[config.mk]
export PLATFORM = sky130hd
export DESIGN_NAME = wildcard_byte_pattern_scan
export DESIGN_NICKNAME = d
export VERILOG_FILES = /design/src/rtl/core/wbps_pkg.sv /design/src/rtl/core/wbps_cfg.sv /design/src/rtl/core/wbps_match.sv /design/src/rtl/core/wbps_scan.sv /design/src/rtl/core/wildcard_byte_pattern_scan.sv
export SDC_FILE = /design/constraint.sdc
export NUM_CORES = 2
export LEC_CHECK = 0
export BUFFER_PORTS_ARGS = -buffer_cell sky130_fd_sc_hd__buf_4
export CORE_MARGIN = 2
export CORE_UTILIZATION = 40
export CTS_CLUSTER_SIZE = 10
export DETAILED_ROUTE_END_ITERATION = 10
export PLACE_DENSITY_LB_ADDON = 0.12
export SETUP_SLACK_MARGIN = 0.5
export SYNTH_ARGS = -nofsm -noshare
export SYNTH_HDL_FRONTEND = slang
export SYNTH_SLANG_ARGS = --single-unit
[constraint.sdc]
create_clock -name aclk -period 14.7 [get_ports aclk]
set_input_delay 1.47 -clock aclk [delete_from_list [all_inputs] [get_ports aclk]]
set_output_delay 1.47 -clock aclk [all_outputs]
set_load 0.02 [all_outputs]
[src/rtl/core/wbps_pkg.sv]
// ----------------------------------------------------------------------------
// wbps_pkg
// Shared types and constants of the wildcard byte pattern scanner.
// ----------------------------------------------------------------------------
`default_nettype none

package wbps_pkg;

    // Pattern capacity of the configuration registers
    localparam int unsigned REG_CAP = 32;

    localparam int unsigned ADDR_W    = 64;
    localparam int unsigned LENGTH_W  = 6;
    localparam int unsigned CFG_IDX_W = 3;
    localparam int unsigned CFG_DATA_W = 64;

    typedef enum logic [CFG_IDX_W-1:0] {
        REG_BASE_ADDRESS  = 3'd0,
        REG_PATTERN_LEN   = 3'd1,
        REG_PATTERN_0_7   = 3'd2,
        REG_PATTERN_8_15  = 3'd3,
        REG_PATTERN_16_23 = 3'd4,
        REG_PATTERN_24_31 = 3'd5,
        REG_WILDCARD_MASK = 3'd6
    } cfg_reg_t;

    typedef struct packed {
        logic [ADDR_W-1:0]          base_address;
        logic [LENGTH_W-1:0]        pattern_length;
        logic [REG_CAP-1:0][7:0]    pattern_bytes;
        logic [REG_CAP-1:0]         wildcard_mask;
    } cfg_t;

endpackage

`default_nettype wire

[src/rtl/core/wbps_cfg.sv]
// ----------------------------------------------------------------------------
// wbps_cfg
// Configuration register file: base address, pattern length, pattern bytes
// and wildcard mask, written through the configuration channel.
// ----------------------------------------------------------------------------
`default_nettype none

module wbps_cfg (
    input  wire logic                             aclk,
    input  wire logic                             aresetn,
    input  wire logic                             cfg_valid,
    output logic                                  cfg_ready,
    input  wire logic [wbps_pkg::CFG_IDX_W-1:0]   cfg_index,
    input  wire logic [wbps_pkg::CFG_DATA_W-1:0]  cfg_data,
    output wbps_pkg::cfg_t                        cfg_o
);

    wbps_pkg::cfg_t cfg_reg;
    wbps_pkg::cfg_t cfg_next;

    assign cfg_ready = 1'b1;
    assign cfg_o     = cfg_reg;

    always_comb begin
        cfg_next = cfg_reg;
        if (cfg_valid) begin
            case (cfg_index)
                wbps_pkg::REG_BASE_ADDRESS: begin
                    cfg_next.base_address = cfg_data;
                end
                wbps_pkg::REG_PATTERN_LEN: begin
                    cfg_next.pattern_length = cfg_data[wbps_pkg::LENGTH_W-1:0];
                end
                wbps_pkg::REG_PATTERN_0_7: begin
                    cfg_next.pattern_bytes[7:0] = cfg_data;
                end
                wbps_pkg::REG_PATTERN_8_15: begin
                    cfg_next.pattern_bytes[15:8] = cfg_data;
                end
                wbps_pkg::REG_PATTERN_16_23: begin
                    cfg_next.pattern_bytes[23:16] = cfg_data;
                end
                wbps_pkg::REG_PATTERN_24_31: begin
                    cfg_next.pattern_bytes[31:24] = cfg_data;
                end
                wbps_pkg::REG_WILDCARD_MASK: begin
                    cfg_next.wildcard_mask = cfg_data[wbps_pkg::REG_CAP-1:0];
                end
                default: begin
                    // unknown index: drop the write
                end
            endcase
        end
    end

    always_ff @(posedge aclk) begin
        if (!aresetn) begin
            cfg_reg.base_address   <= '0;
            cfg_reg.pattern_length <= wbps_pkg::LENGTH_W'(1);
            cfg_reg.pattern_bytes  <= '0;
            cfg_reg.wildcard_mask  <= '0;
        end else begin
            cfg_reg <= cfg_next;
        end
    end

endmodule

`default_nettype wire

[src/rtl/core/wbps_match.sv]
// ----------------------------------------------------------------------------
// wbps_match
// Parallel window compare: aligns the newest n window bytes to the pattern
// and checks every position against its pattern byte or wildcard bit.
// ----------------------------------------------------------------------------
`default_nettype none

module wbps_match #(
    parameter int unsigned NCMP = 32
) (
    input  wire logic [NCMP-1:0][7:0]               window_i,
    input  wire logic [NCMP-1:0][7:0]               pattern_i,
    input  wire logic [NCMP-1:0]                    wild_i,
    input  wire logic [$clog2(NCMP+1)-1:0]          n_i,
    output logic                                    hit_o
);

    localparam int unsigned LEN_W = $clog2(NCMP + 1);
    localparam int unsigned IDX_W = (NCMP > 1) ? $clog2(NCMP) : 1;

    logic [NCMP-1:0] pos_ok;

    // Pattern byte j lines up with the byte received n-1-j beats ago
    for (genvar j = 0; j < NCMP; j++) begin : g_pos
        logic [LEN_W-1:0] tap;
        assign tap        = n_i - LEN_W'(j + 1);
        assign pos_ok[j]  = (LEN_W'(j) >= n_i) || wild_i[j] ||
                            (window_i[tap[IDX_W-1:0]] == pattern_i[j]);
    end

    assign hit_o = &pos_ok;

endmodule

`default_nettype wire

[src/rtl/core/wbps_scan.sv]
// ----------------------------------------------------------------------------
// wbps_scan
// Scan state and result register: byte window, saturating byte count,
// match-reported flag, and the registered found/address result.
// ----------------------------------------------------------------------------
`default_nettype none

module wbps_scan #(
    parameter int unsigned NCMP       = 32,
    parameter int unsigned COUNT_BITS = 32
) (
    input  wire logic                            aclk,
    input  wire logic                            aresetn,
    input  wire wbps_pkg::cfg_t                  cfg_i,
    input  wire logic                            item_valid_i,
    input  wire logic [7:0]                      item_data_i,
    input  wire logic                            item_last_i,
    output logic                                 item_ready_o,
    output logic                                 res_valid_o,
    input  wire logic                            res_ready_i,
    output logic                                 res_found_o,
    output logic [wbps_pkg::ADDR_W-1:0]          res_address_o
);

    localparam int unsigned LEN_W = $clog2(NCMP + 1);

    logic [NCMP-1:0][7:0]          window_reg, window_next, window_shift;
    logic [COUNT_BITS-1:0]         count_reg, count_next, count_inc;
    logic                          reported_reg, reported_next;
    logic                          res_valid_reg, res_valid_next;
    logic                          res_found_reg, res_found_next;
    logic [wbps_pkg::ADDR_W-1:0]   res_address_reg, res_address_next;

    logic                          advance;
    logic [LEN_W-1:0]              n_eff;
    logic                          window_hit;
    logic                          hit;
    logic                          produce;
    logic [COUNT_BITS-1:0]         offset;

    assign item_ready_o  = !res_valid_reg || res_ready_i;
    assign advance       = item_valid_i && item_ready_o;

    assign res_valid_o   = res_valid_reg;
    assign res_found_o   = res_found_reg;
    assign res_address_o = res_address_reg;

    // Clamp the configured length to the compare width
    assign n_eff = (cfg_i.pattern_length > wbps_pkg::LENGTH_W'(NCMP)) ?
                   LEN_W'(NCMP) : LEN_W'(cfg_i.pattern_length);

    assign window_shift = {window_reg[NCMP-2:0], item_data_i};
    assign count_inc    = (count_reg == {COUNT_BITS{1'b1}}) ?
                          count_reg : count_reg + 1'b1;
    assign offset       = count_inc - COUNT_BITS'(n_eff);

    wbps_match #(
        .NCMP (NCMP)
    ) u_match (
        .window_i  (window_shift),
        .pattern_i (cfg_i.pattern_bytes[NCMP-1:0]),
        .wild_i    (cfg_i.wildcard_mask[NCMP-1:0]),
        .n_i       (n_eff),
        .hit_o     (window_hit)
    );

    assign hit     = !reported_reg && (n_eff != '0) &&
                     (count_inc >= COUNT_BITS'(n_eff)) && window_hit;
    assign produce = !reported_reg && (hit || item_last_i);

    always_comb begin
        window_next      = window_reg;
        count_next       = count_reg;
        reported_next    = reported_reg;
        res_valid_next   = res_valid_reg && !res_ready_i;
        res_found_next   = res_found_reg;
        res_address_next = res_address_reg;
        if (advance) begin
            if (item_last_i) begin
                // end of region: restart the scan
                count_next    = '0;
                reported_next = 1'b0;
            end else if (!reported_reg) begin
                window_next   = window_shift;
                count_next    = count_inc;
                reported_next = hit;
            end
            if (produce) begin
                res_valid_next   = 1'b1;
                res_found_next   = hit;
                res_address_next = hit ?
                    cfg_i.base_address + wbps_pkg::ADDR_W'(offset) : '0;
            end
        end
    end

    always_ff @(posedge aclk) begin
        if (!aresetn) begin
            count_reg     <= '0;
            reported_reg  <= 1'b0;
            res_valid_reg <= 1'b0;
        end else begin
            count_reg     <= count_next;
            reported_reg  <= reported_next;
            res_valid_reg <= res_valid_next;
        end
    end

    // Window bytes are only read once the count covers them
    always_ff @(posedge aclk) begin
        window_reg      <= window_next;
        res_found_reg   <= res_found_next;
        res_address_reg <= res_address_next;
    end

endmodule

`default_nettype wire

[src/rtl/core/wildcard_byte_pattern_scan.sv]
// ----------------------------------------------------------------------------
// wildcard_byte_pattern_scan
// Streams a memory region one byte per beat and reports the address of the
// first match of a wildcard byte pattern, or a not-found beat at region end.
// ----------------------------------------------------------------------------
// An accepted input beat passes the input register, then the result register.
// Throughput: one byte per cycle unless a result beat waits on m_tready; the
//   window compare sits in a single stage between the input and result registers.
// Reset: aresetn clears the configuration to its reset values and empties the
//   scan state; no clearing pass is needed.
`default_nettype none

module wildcard_byte_pattern_scan #(
    parameter int unsigned MAX_PATTERN = 32,
    parameter int unsigned COUNT_BITS  = 32
) (
    input  wire logic                             aclk,
    input  wire logic                             aresetn,
    // input byte stream
    input  wire logic                             s_tvalid,
    output logic                                  s_tready,
    input  wire logic [7:0]                       s_tdata,   // [7:0] data_byte
    input  wire logic                             s_tlast,   // last_byte
    // result stream
    output logic                                  m_tvalid,
    input  wire logic                             m_tready,
    output logic [wbps_pkg::ADDR_W-1:0]           m_tdata,   // [63:0] match_address
    output logic [0:0]                            m_tuser,   // [0] found
    // configuration write channel
    input  wire logic                             cfg_valid,
    output logic                                  cfg_ready,
    input  wire logic [wbps_pkg::CFG_IDX_W-1:0]   cfg_index,
    input  wire logic [wbps_pkg::CFG_DATA_W-1:0]  cfg_data
);

    localparam int unsigned NCMP = (MAX_PATTERN < wbps_pkg::REG_CAP) ?
                                   MAX_PATTERN : wbps_pkg::REG_CAP;

    wbps_pkg::cfg_t cfg;

    logic       in_valid_reg, in_valid_next;
    logic [7:0] in_data_reg;
    logic       in_last_reg;
    logic       item_ready;
    logic       res_found;

    wbps_cfg u_cfg (
        .aclk      (aclk),
        .aresetn   (aresetn),
        .cfg_valid (cfg_valid),
        .cfg_ready (cfg_ready),
        .cfg_index (cfg_index),
        .cfg_data  (cfg_data),
        .cfg_o     (cfg)
    );

    // Input register: take a beat whenever the slot is empty or draining
    assign s_tready      = !in_valid_reg || item_ready;
    assign in_valid_next = s_tready ? s_tvalid : in_valid_reg;

    always_ff @(posedge aclk) begin
        if (!aresetn) begin
            in_valid_reg <= 1'b0;
        end else begin
            in_valid_reg <= in_valid_next;
        end
    end

    always_ff @(posedge aclk) begin
        if (s_tvalid && s_tready) begin
            in_data_reg <= s_tdata;
            in_last_reg <= s_tlast;
        end
    end

    wbps_scan #(
        .NCMP       (NCMP),
        .COUNT_BITS (COUNT_BITS)
    ) u_scan (
        .aclk          (aclk),
        .aresetn       (aresetn),
        .cfg_i         (cfg),
        .item_valid_i  (in_valid_reg),
        .item_data_i   (in_data_reg),
        .item_last_i   (in_last_reg),
        .item_ready_o  (item_ready),
        .res_valid_o   (m_tvalid),
        .res_ready_i   (m_tready),
        .res_found_o   (res_found),
        .res_address_o (m_tdata)
    );

    assign m_tuser = res_found;

endmodule

`default_nettype wire
==> flow_metrics.tcl <==
set metrics [dict create \
    drt_pass1_iterations 9 \
    placed_area_um2 54700 \
    netlist_top_cells_count "sky130_fd_sc_hd__nand2_1 (966), sky130_fd_sc_hd__a21oi_1 (516), sky130_fd_sc_hd__mux2i_1 (438)" \
    yosysMostFrequentCell "sky130_fd_sc_hd__nand2_1" \
    fp.dieH_um 364 \
    grt_max_degree 161 \
    number_of_distinct_library_cells_after_synthesis 96 \
    final_critical_path_setup_slack_ps 5460 \
    worst_ep_required_time_ps 15050 \
    totalNegativeSetupSlack_ps 0 \
    placementRows 132 \
    dp.final_hpwl_um 188000 \
    postSynthCellCount 5367 \
    grt_pass1_wl_um 345000 \
    drive_above_1_share_pct 16.7 \
    stdcell_area_um2 57400 \
    seq_area_um2 17500 \
    synth_top_area_cell "sky130_fd_sc_hd__edfxtp_1" \
    wl_um 250000 \
    synth_enable_flop_cells 322 \
    ys_ff_latch 715 \
    finalCriticalPeriod_ps 9240 \
    path_common_cell "sky130_fd_sc_hd__buf_4" \
    synthToLayoutAreaGrowth_pct 10.8 \
    dp_worst_setup_slack_ps 5800 \
    antenna_found_initial 10 \
    hold_class "flop to flop" \
    fmaxAchievable_ghz 0.108 \
    utilization_pct 44.5 \
    max-slew-margin-rel_pct -4.59 \
    cellLeakagePower_uw 0.0206 \
    worst_hold_startpoint "u_cfg.cfg_o[1]" \
    worst-path-max-fanout 74 \
    timing_worst_slew_pin_value_ps 1550 \
    gpl.final_weighted_congestion 1.10 \
    cts-htree-levels 3 \
    timing.rr.start "u_cfg.cfg_o[293]" \
    clock_pin_slew_reported_for_the_worst_setup_and_hold_paths_after_clock_tree_synthesis_ps 60 \
    mappedNetlistNets 5505 \
    post_synth_main_area_contributors "sky130_fd_sc_hd__edfxtp_1 (19%), sky130_fd_sc_hd__dfxtp_1 (15%), sky130_fd_sc_hd__mux4_2 (14%)" \
    timing.critical_path.from_type "flop" \
    post_cts.repair.setup_buffers 0 \
    track_usage_pct 36.9 \
    antenna_left 0 \
    globalRoute.totalOverflow 0 \
    cp_slowest_cell "sky130_fd_sc_hd__o31ai_1" \
    avgViaCountPerCell 6.65 \
    cts_sinks 715 \
    outcome "finished, violations left" \
    cts_tree "done" \
    worst_hold_path.endpoint "u_cfg.cfg_o[1]" \
    post_drt_wl_per_cell_um 35.0 \
    clkLatencyLatePin_ps 730 \
    r2r_setup_slack_ps 5460 \
    hold-path-cell-count 2 \
    post_cts_hold_buffer_count 0 \
    synthesis.yosys.warnings 0 \
    hold-worst-slack_ps 454 \
    violations_in_the_final_reports "capacitance limit, slew limit" \
    ctsRootBufferMaster "sky130_fd_sc_hd__clkbuf_16" \
    cp_cell_sequence "buf_4 -> nor2b_4 -> inv_8 -> ha_4 -> buf_4 -> mux2_2 -> a211oi_1 -> a211oi_1 -> a2111oi_0 -> o221ai_1 -> xnor2_1 -> nand4_1 -> o31ai_1 -> o221ai_1 -> nor4_1 -> nand4_1 -> a211oi_4 -> buf_4" \
    synth_top_cell_area_share_pct 18.7 \
    number_of_flip_flops_under_the_largest_register_name 358 \
    drc_errors 0 \
    fin_skew_ps 35.5 \
    max_cap_violations 2 \
    synthesis.area_per_instance_um2 9.65 \
    number_of_global_route_vias_before_repair 43100 \
    postSynth.asyncResetShare_pct 0 \
    power_density_nw_per_um2 97.8 \
    critical-path-max-stage-delay_ps 870 \
    core_area_um2 129000 \
    yosysSeqAreaShare_pct 33.9 \
    port_buffers 147 \
    dominantRegCellSynth "sky130_fd_sc_hd__dfxtp_1" \
    initialDrtViolationCount 6419 \
    syn_area_um2 51800 \
    setup.worst_path.class "flop to flop" \
    multi_input_comb_area_um2 32600 \
    max-vdd-ir-drop_v 0.0000871 \
    initial_core_util_pct 40.2 \
    max_slew_vio_count 4 \
    fillerInstances 12300 \
    endpoints_failing_setup 0 \
    r2r-end "u_scan.res_address_o[43]" \
    worstPathArrival_ps 9590 \
    die_width_um 364 \
    cts-resized-gates 0 \
    min_period_over_period_pct 62.8 \
    top_level_ports 149 \
    worst_r2r_path_depth 18 \
    clock_tree.buffer_depth 3 \
    numCtsBuffers 90 \
    worstSetupEndpointType "flop" \
    nets_finish 5486 \
    total_die_area_um2 132000 \
    rsz0062_at_grt "false" \
    via_count 47600 \
    timing.final.hold_violations 0 \
]
## worst max-delay path, delay by kind of cell (launching register included)
| kind | cells | cell delay (ps) |
|---|---|---|
| adders and majority gates | 1 | 790 |
| DFF | 1 | 650 |
| buffers and inverters | 4 | 2530 |
| AOI/OAI and AO/OA | 7 | 2880 |
| and+or+nand+nor | 4 | 930 |
| muxes | 1 | 480 |
| xor gates and xnor gates | 1 | 250 |
## metrics by stage
step / total power [µW] / cells
CTS: 5580 / 7147
global placement: 3440 / 6998
finish: 5610 / 7153
global route: 5760 / 7147
detailed placement: 3440 / 6998
floorplan: 2970 / 5367
## layer usage
metal,vias to the layer above,GRT usage [%],wire [µm]
met5,-,0,57
met4,8,25.0,19600
met3,689,12.8,31900
met2,3157,52.5,104000
met1,23600,47.1,95400
li1,20100,-,-
## cells by family (layout without fill, tap and decap cells)
kind of cell | after synthesis | in the layout | synth area share (%)
other cells | 1 | 7 | 0.00724
xor+xnor | 405 | 405 | 6.99
flops | 715 | 715 | 33.9
fa+ha+maj | 57 | 57 | 1.41
simple gates | 1712 | 1712 | 15.4
buf+inv | 451 | 489 | 3.79
mux | 813 | 813 | 23.5
compound gates | 1213 | 1213 | 15.1
## power breakdown
part           switching (µW)  total (µW)  internal, µW
combinational             827        1270           447
sequential               66.3        2190          2120
clock                     915        2150          1240
total                    1810        5610          3810
## how the worst max path moves through the flow
stage                              start                  endpoint  slack, ps  cells past startpoint
floorplan               u_cfg.cfg_o[293]   u_scan.res_address_o[0]       3820                     20
global placement    u_scan.count_reg[24]  u_scan.res_address_o[58]       5720                     25
detailed placement      u_cfg.cfg_o[293]  u_scan.res_address_o[44]       5800                     16
CTS                 u_scan.count_reg[24]  u_scan.res_address_o[36]       5770                     30
global route        u_scan.count_reg[24]  u_scan.res_address_o[56]       5020                     27
finish                  u_cfg.cfg_o[293]  u_scan.res_address_o[43]       5460                     18
## cell type report
| type | count | share of cell area (%) |
|---|---|---|
| Antenna cell | 6 | 0.0262 |
| Inverter | 65 | 0.469 |
| Multi-Input combinational cell | 4201 | 56.8 |
| Timing Repair Buffer | 275 | 3.62 |
| Clock buffer | 127 | 4.31 |
| Clock inverter | 22 | 0.475 |
| Tap cell | 1742 | 3.80 |
| Sequential cell | 715 | 30.6 |
## placed cells by master, fill, tap and decap left out, types with 189 or more instances in the layout
master | synthesis | final
sky130_fd_sc_hd__a21oi_1 | 516 | 514
sky130_fd_sc_hd__buf_4 | 21 | 274
sky130_fd_sc_hd__dfxtp_1 | 393 | 391
sky130_fd_sc_hd__edfxtp_1 | 322 | 322
sky130_fd_sc_hd__mux2i_1 | 438 | 438
sky130_fd_sc_hd__mux4_2 | 315 | 315
sky130_fd_sc_hd__nand2_1 | 966 | 964
sky130_fd_sc_hd__nor2_1 | 220 | 214
sky130_fd_sc_hd__xnor2_1 | 200 | 189
sky130_fd_sc_hd__xor2_1 | 195 | 195
(Power assumes the default switching activity.)
